<file path="src/rtl/ipv4hp_pkg.sv">
// shared types and constants for the ipv4 header parser
package ipv4hp_pkg;

  localparam int unsigned CountW       = 6;
  localparam logic [CountW-1:0] CountMax = 6'd63;
  localparam logic [CountW-1:0] MinHdrBytes = 6'd20;
  localparam logic [3:0] Ipv4Version  = 4'd4;
  localparam logic [3:0] MinIhl       = 4'd5;
  localparam logic [15:0] SumGood     = 16'hFFFF;
  localparam int unsigned OutDataW    = 144;

  typedef enum logic [2:0] {
    ST_OK           = 3'd0,
    ST_SHORT        = 3'd1,
    ST_BAD_VERSION  = 3'd2,
    ST_BAD_IHL      = 3'd3,
    ST_BAD_CHECKSUM = 3'd4
  } status_t;

  // per-packet parse state, also used for the view that includes the current word
  typedef struct packed {
    logic [CountW-1:0] byte_count;
    logic [7:0]        first_byte;
    logic [7:0]        service_byte;
    logic [15:0]       length_reg;
    logic [15:0]       ident_reg;
    logic [15:0]       flagfrag_reg;
    logic [7:0]        ttl_reg;
    logic [7:0]        proto_reg;
    logic [31:0]       src_reg;
    logic [31:0]       dst_reg;
    logic [15:0]       sum_acc;
    logic [7:0]        pending_high;
  } hdr_state_t;

  typedef struct packed {
    status_t     status;
    logic [3:0]  header_words;
    logic [5:0]  dscp;
    logic [1:0]  ecn;
    logic [15:0] datagram_len;
    logic [15:0] identification;
    logic [2:0]  frag_flags;
    logic [12:0] fragment_offset;
    logic [7:0]  time_to_live;
    logic [7:0]  protocol_number;
    logic [31:0] source_address;
    logic [31:0] dest_address;
  } result_t;

  // ones-complement add with end-around carry
  function automatic logic [15:0] oc_add(input logic [15:0] a, input logic [15:0] b);
    logic [16:0] s;
    s = {1'b0, a} + {1'b0, b};
    return s[15:0] + {15'd0, s[16]};
  endfunction

endpackage

</file>
<file path="src/rtl/ipv4hp_capture.sv">
// byte counter, header field capture and running header checksum
module ipv4hp_capture (
  input  logic                   clk,
  input  logic                   rst,
  input  logic                   advance,
  input  logic [7:0]             packet_byte,
  input  logic                   last_byte,
  output ipv4hp_pkg::hdr_state_t view
);

  ipv4hp_pkg::hdr_state_t st;
  ipv4hp_pkg::hdr_state_t st_next;
  logic [ipv4hp_pkg::CountW-1:0] idx;
  logic [ipv4hp_pkg::CountW-1:0] hdr_bytes;

  assign idx = st.byte_count;

  always_comb begin
    st_next = st;
    if (idx == '0) begin
      st_next.first_byte = packet_byte;
    end
    hdr_bytes = {st_next.first_byte[3:0], 2'b00};
    if (idx != ipv4hp_pkg::CountMax) begin
      case (idx) inside
        6'd1:          st_next.service_byte = packet_byte;
        [6'd2:6'd3]:   st_next.length_reg   = {st.length_reg[7:0], packet_byte};
        [6'd4:6'd5]:   st_next.ident_reg    = {st.ident_reg[7:0], packet_byte};
        [6'd6:6'd7]:   st_next.flagfrag_reg = {st.flagfrag_reg[7:0], packet_byte};
        6'd8:          st_next.ttl_reg      = packet_byte;
        6'd9:          st_next.proto_reg    = packet_byte;
        [6'd12:6'd15]: st_next.src_reg      = {st.src_reg[23:0], packet_byte};
        [6'd16:6'd19]: st_next.dst_reg      = {st.dst_reg[23:0], packet_byte};
        default: ;
      endcase
      // only words inside the ihl-sized header feed the checksum
      if (idx < hdr_bytes) begin
        if (!idx[0]) begin
          st_next.pending_high = packet_byte;
        end else begin
          st_next.sum_acc = ipv4hp_pkg::oc_add(st.sum_acc, {st.pending_high, packet_byte});
        end
      end
      st_next.byte_count = idx + 6'd1;
    end
  end

  assign view = st_next;

  always_ff @(posedge clk) begin
    if (rst) begin
      st <= '0;
    end else if (advance) begin
      if (last_byte) begin
        st <= '0;
      end else begin
        st <= st_next;
      end
    end
  end

endmodule

</file>
<file path="src/rtl/ipv4hp_status.sv">
// status checks and result field decode for the final word of a packet
module ipv4hp_status (
  input  ipv4hp_pkg::hdr_state_t view,
  output ipv4hp_pkg::result_t    result
);

  logic [3:0]                    ihl;
  logic [3:0]                    version;
  logic [ipv4hp_pkg::CountW-1:0] hdr_bytes;
  ipv4hp_pkg::status_t           status;

  assign ihl       = view.first_byte[3:0];
  assign version   = view.first_byte[7:4];
  assign hdr_bytes = {ihl, 2'b00};

  // saturated count of 63 compares the same as the true length against 20 and ihl*4
  always_comb begin
    if (view.byte_count < ipv4hp_pkg::MinHdrBytes) begin
      status = ipv4hp_pkg::ST_SHORT;
    end else if (version != ipv4hp_pkg::Ipv4Version) begin
      status = ipv4hp_pkg::ST_BAD_VERSION;
    end else if (ihl < ipv4hp_pkg::MinIhl) begin
      status = ipv4hp_pkg::ST_BAD_IHL;
    end else if (view.byte_count < hdr_bytes) begin
      status = ipv4hp_pkg::ST_SHORT;
    end else if (view.sum_acc != ipv4hp_pkg::SumGood) begin
      status = ipv4hp_pkg::ST_BAD_CHECKSUM;
    end else begin
      status = ipv4hp_pkg::ST_OK;
    end
  end

  always_comb begin
    result        = '0;
    result.status = status;
    if (status == ipv4hp_pkg::ST_OK || status == ipv4hp_pkg::ST_BAD_CHECKSUM) begin
      result.header_words    = ihl;
      result.dscp            = view.service_byte[7:2];
      result.ecn             = view.service_byte[1:0];
      result.datagram_len    = view.length_reg;
      result.identification  = view.ident_reg;
      result.frag_flags      = view.flagfrag_reg[15:13];
      result.fragment_offset = view.flagfrag_reg[12:0];
      result.time_to_live    = view.ttl_reg;
      result.protocol_number = view.proto_reg;
      result.source_address  = view.src_reg;
      result.dest_address    = view.dst_reg;
    end
  end

endmodule

</file>
<file path="src/rtl/ipv4_header_parser.sv">
// IPv4 header parser: one packet byte per word in, one result word per packet out.
// Every input word is registered, then it updates the byte count,
// the captured header fields and the ones-complement checksum; the word marked tlast
// also produces the result, which is held in an output register until taken. A new
// byte is accepted every cycle unless the input stalls, and the result of a packet
// passes through the input register and then the output register. Only a final byte waiting on a
// full output register that is not being read stalls the input.
module ipv4_header_parser (
  input  logic                            clk,
  input  logic                            rst,
  input  logic                            s_tvalid,
  output logic                            s_tready,
  input  logic [7:0]                      s_tdata,  // [7:0] packet_byte
  input  logic                            s_tlast,  // last_byte
  output logic                            m_tvalid,
  input  logic                            m_tready,
  // [3:0] header_words, [9:4] dscp, [11:10] ecn, [27:12] datagram_len,
  // [43:28] identification, [46:44] frag_flags, [59:47] fragment_offset,
  // [67:60] time_to_live, [75:68] protocol_number, [107:76] source_address,
  // [139:108] dest_address, [143:140] zero
  output logic [ipv4hp_pkg::OutDataW-1:0] m_tdata,
  output logic [2:0]                      m_tuser   // [2:0] status
);

  logic                   in_valid;
  logic [7:0]             in_byte;
  logic                   in_last;
  logic                   advance;
  ipv4hp_pkg::hdr_state_t view;
  ipv4hp_pkg::result_t    result;
  ipv4hp_pkg::result_t    out_reg;

  // non-final bytes never need the output register
  assign advance  = in_valid && (!in_last || !m_tvalid || m_tready);
  assign s_tready = !in_valid || advance;

  always_ff @(posedge clk) begin
    if (rst) begin
      in_valid <= 1'b0;
    end else if (s_tvalid && s_tready) begin
      in_valid <= 1'b1;
    end else if (advance) begin
      in_valid <= 1'b0;
    end
  end

  always_ff @(posedge clk) begin
    if (s_tvalid && s_tready) begin
      in_byte <= s_tdata;
      in_last <= s_tlast;
    end
  end

  ipv4hp_capture u_capture (
    .clk         (clk),
    .rst         (rst),
    .advance     (advance),
    .packet_byte (in_byte),
    .last_byte   (in_last),
    .view        (view)
  );

  ipv4hp_status u_status (
    .view   (view),
    .result (result)
  );

  always_ff @(posedge clk) begin
    if (rst) begin
      m_tvalid <= 1'b0;
    end else if (advance && in_last) begin
      m_tvalid <= 1'b1;
    end else if (m_tready) begin
      m_tvalid <= 1'b0;
    end
  end

  always_ff @(posedge clk) begin
    if (advance && in_last) begin
      out_reg <= result;
    end
  end

  assign m_tuser = out_reg.status;
  assign m_tdata = {4'd0,
                    out_reg.dest_address,
                    out_reg.source_address,
                    out_reg.protocol_number,
                    out_reg.time_to_live,
                    out_reg.fragment_offset,
                    out_reg.frag_flags,
                    out_reg.identification,
                    out_reg.datagram_len,
                    out_reg.ecn,
                    out_reg.dscp,
                    out_reg.header_words};

endmodule

</file>
<file path="config.mk">
export PLATFORM = sky130hd
export DESIGN_NAME = ipv4_header_parser
export DESIGN_NICKNAME = d
export VERILOG_FILES = /design/src/rtl/ipv4hp_pkg.sv /design/src/rtl/ipv4hp_capture.sv /design/src/rtl/ipv4hp_status.sv /design/src/rtl/ipv4_header_parser.sv
export SDC_FILE = /design/constraint.sdc
export NUM_CORES = 1
export LEC_CHECK = 0
export BUFFER_PORTS_ARGS = -buffer_cell sky130_fd_sc_hd__buf_2
export CORE_AREA = 2 2 194 196
export DETAILED_ROUTE_END_ITERATION = 12
export DIE_AREA = 0 0 196 198
export PLACE_DENSITY = 0.69
export SYNTH_ARGS = -nofsm -noshare
export SYNTH_HDL_FRONTEND = slang
export SYNTH_SLANG_ARGS = --single-unit
</file>
<file path="constraint.sdc">
create_clock -name clk -period 6.75 [get_ports clk]
set_input_delay 2.025 -clock clk [delete_from_list [all_inputs] [get_ports clk]]
set_output_delay 2.025 -clock clk [all_outputs]
set_load 0.01 [all_outputs]
</file>
==> impl_metrics.yaml <==
final_layout:
  layout_common_cells: "297 x nand2_1, 211 x nor2_1, 176 x dfxtp_1"
  nNetsFinal: 1693
  diodes: 0
  drive_above_1_share_pct: 15.4
  final_common_cell: "nand2_1"
  n_fill_cell: 3481
  areaGrowthSynthToFinish_pct: 15.0
grt:
  grt_pass1_wl_um: 61100
  grt_pass1_vias: 11000
  grt_max_degree: 79
  grt_util_all_layers_pct: 19.7
  antenna_found_initial: 0
  grt_overflow: 0
synthesis:
  async_reset_ff_share_pct: 0
  yosysSeqAreaShare_pct: 55.6
  synthAdderAreaFrac_pct: 2.46
  synth-edff-count: 152
  synthSimpleGateAreaFrac_pct: 18.0
  ys_warn_count: 0
  syn_inst: 1544
  synth_flop_cell: "dfxtp_1"
  synth_area_mm2: 0.0146
  synth_top_family_by_area: "compound AO/OA/AOI/OAI gates"
  postSynthAreaPerCell_um2: 9.43
  synth_seq_cells: 328
  synth_cell_type_count: 78
  synth-compound-area-share_pct: 18.9
  synth_xor_area_share_pct: 1.02
  synth.area.mux_share_pct: 0.421
setup_path:
  worstSetupPathType: "reg2reg"
  critPathSlowestCell: "edfxtp_1"
  cp_cell_sequence: "inv_1 -> fa_1 -> nor2b_4 -> o221ai_2 -> a211oi_1 -> o21ai_0 -> nand2b_1 -> a21oi_1 -> o21bai_1 -> a21o_1 -> ha_1 -> ha_1 -> and2_1 -> nand3b_1 -> nor3_2 -> nand4_1 -> or3_1 -> a31o_1 -> nor4_2 -> a41oi_1"
  cp_num_buf_inv: 1
  cp_top_family: "simple AND/OR/NAND/NOR gates"
  cp_data_arrival_time_ns: 5.77
  cp_max_fo: 12
  crit_path_end_kind: "flop"
  crit_path_frequent_cell: "ha_1"
  critPathLaunchType: "flop"
  required_ns: 7.05
  cpPeakStageDelay_ns: 0.71
placement:
  gp_congestion: 0.852
  place.port_buffers: 157
  dp_hpwl_um: 26000
drt:
  first_pass_iters: 6
  vias: 12100
  drc_errors: 0
  drtAntennaViolNets: 0
  drt_iter0_drc: 1573
  wl_per_cell_um: 18.4
  vias_per_cell: 5.63
  wl_um: 39600
sta:
  grt_setup_unrepaired: "no"
  holdWs_ns: 0.477
  setup_violations: 0
  skew_ns: 0.0196
  maxSlewHeadroom_pct: 16.7
  final_hold_viol_count: 0
  post-route-period-util_pct: 81.0
  fin_tns_setup_ns: 0
  max_freq_ghz: 0.183
  worstMarginPinSlew_ns: 1.25
  finalCriticalPeriod_ns: 5.46
  drv_slew: 0
die:
  initial_utilization_pct: 39.4
  dieArea_mm2: 0.0388
  core_mm2: 0.0370
  rows: 71
  io_pins: 162
  die_w_um: 196
  die_h_um: 198
power:
  p_leak_nw: 6.04
  power_density_mw_per_mm2: 239
  vdd_drop_max_mv: 0.220
hold_path:
  hold_path_class: "reg2reg"
clocking:
  cts.htree.levels: 1
  cts_hold_buf: 0
  cts_sinks: 328
  clk_pin_slew_ns: 0.07
  clock_latency_ns: 0.57
  cts_made_buffers: 31
  post_cts_buffers: 0
  clockBufferDepth: 3
  cts_tree: "built"
  cts_resized: 0
  root_buffer: "clkbuf_16"
run_status:
  status: "finished, final reports clean"
flow_run:
  maxCapViolCount: 0
[state kept, by name, summed over array words and instances (netlist names)]
name,cells
u_capture.st,168
m_tdata,140
in_byte,8
u_capture.idx,6
m_tuser,3
in_last,1
in_valid,1
m_tvalid,1
[path summary, 6_finish.rpt]
check                       start               to  slack (ns)  cells past startpoint
setup / recovery       in_byte[1]       m_tuser[2]        1.29                     20
hold / removal    u_capture.st[0]  u_capture.st[0]        0.48                      2
setup reg to reg       in_byte[1]       m_tuser[2]        1.29                     20
hold reg to reg   u_capture.st[0]  u_capture.st[0]        0.48                      2
[synthesized netlist by cell type (4+ instances only)]
master    count  area share (%)
nand3b_1      5            0.26
o21ai_1      10            0.34
nand3_1      19            0.65
clkbuf_1     86             2.2
o21a_1        8            0.41
buf_1         7            0.18
inv_1        12            0.31
or3_1         9            0.39
xnor2_1      10            0.60
buf_2        13            0.45
nor2_1      211             5.4
edfxtp_1    152              31
nor3_1       13            0.45
nand2b_1      6            0.26
nor2b_1      11            0.47
and3_1       10            0.43
mux2i_1       5            0.34
dfxtp_1     176              24
a21o_1        7            0.36
ha_1         27             2.3
nand2_1     297             7.7
a22oi_1     154             7.9
a31oi_1       5            0.21
nor4_1        4            0.17
o31ai_1       4            0.21
a211oi_1      4            0.21
nand4_1       6            0.26
xor2_1        7            0.42
buf_4         4            0.21
a21oi_1     173             5.9
and2_1       11            0.47
nor3b_1       4            0.21
o21ai_0      12            0.41
[power breakdown]
part / internal, mW / switching (mW)
combinational: 0.0434 / 0.133
sequential: 2.08 / 0.0116
clock: 0.965 / 0.759
[through the flow]
stage / instances / util (%) / power [mW] / cell area [um^2] / setup slack [ns]
after global routing: 2151 / 45.3 / 4.11 / 16700 / 0.925
after detailed placement: 2093 / 42.6 / 2.31 / 15700 / 1.41
after floorplan: 1547 / - / 2.25 / 14600 / 0.709
after CTS: 2151 / 45.3 / 4.02 / 16700 / 1.36
after global placement: 2093 / 42.6 / 2.31 / 15700 / 1.55
final: 2151 / 45.3 / 4.00 / 16700 / 1.29
[kinds of logic after synthesis]
logic type	after synthesis
buf+inv	127
fa+ha+maj	28
compound gates	419
xor+xnor	17
mux	6
other cells	1
simple gates	618
flops	328
[layer usage]
layer / GRT usage, % / vias up / routed length (um)
met1: 27.2 / 5851 / 17100
met5: 0 / - / 0
li1: - / 5700 / -
met4: 7.24 / 0 / 1240
met2: 31.9 / 481 / 18600
met3: 2.45 / 83 / 2770
[worst min-delay path, cell delays in order (launching register included)]
cell     delay [ns]
dfxtp_1        0.32
nand2_1        0.06
a21oi_1        0.05
[final cells by class]
| type | instances | area [um^2] | share of cell area (%) |
|---|---|---|---|
| flip-flops and latches | 328 | 8090 | 48.3 |
| multi-input cells | 1092 | 5980 | 35.7 |
| repair buffers | 186 | 1020 | 6.09 |
| clock buffers | 38 | 843 | 5.04 |
| well taps | 474 | 593 | 3.54 |
| clock inverters | 20 | 160 | 0.957 |
| inverters | 13 | 48.8 | 0.292 |
(Power assumes the default switching activity.)
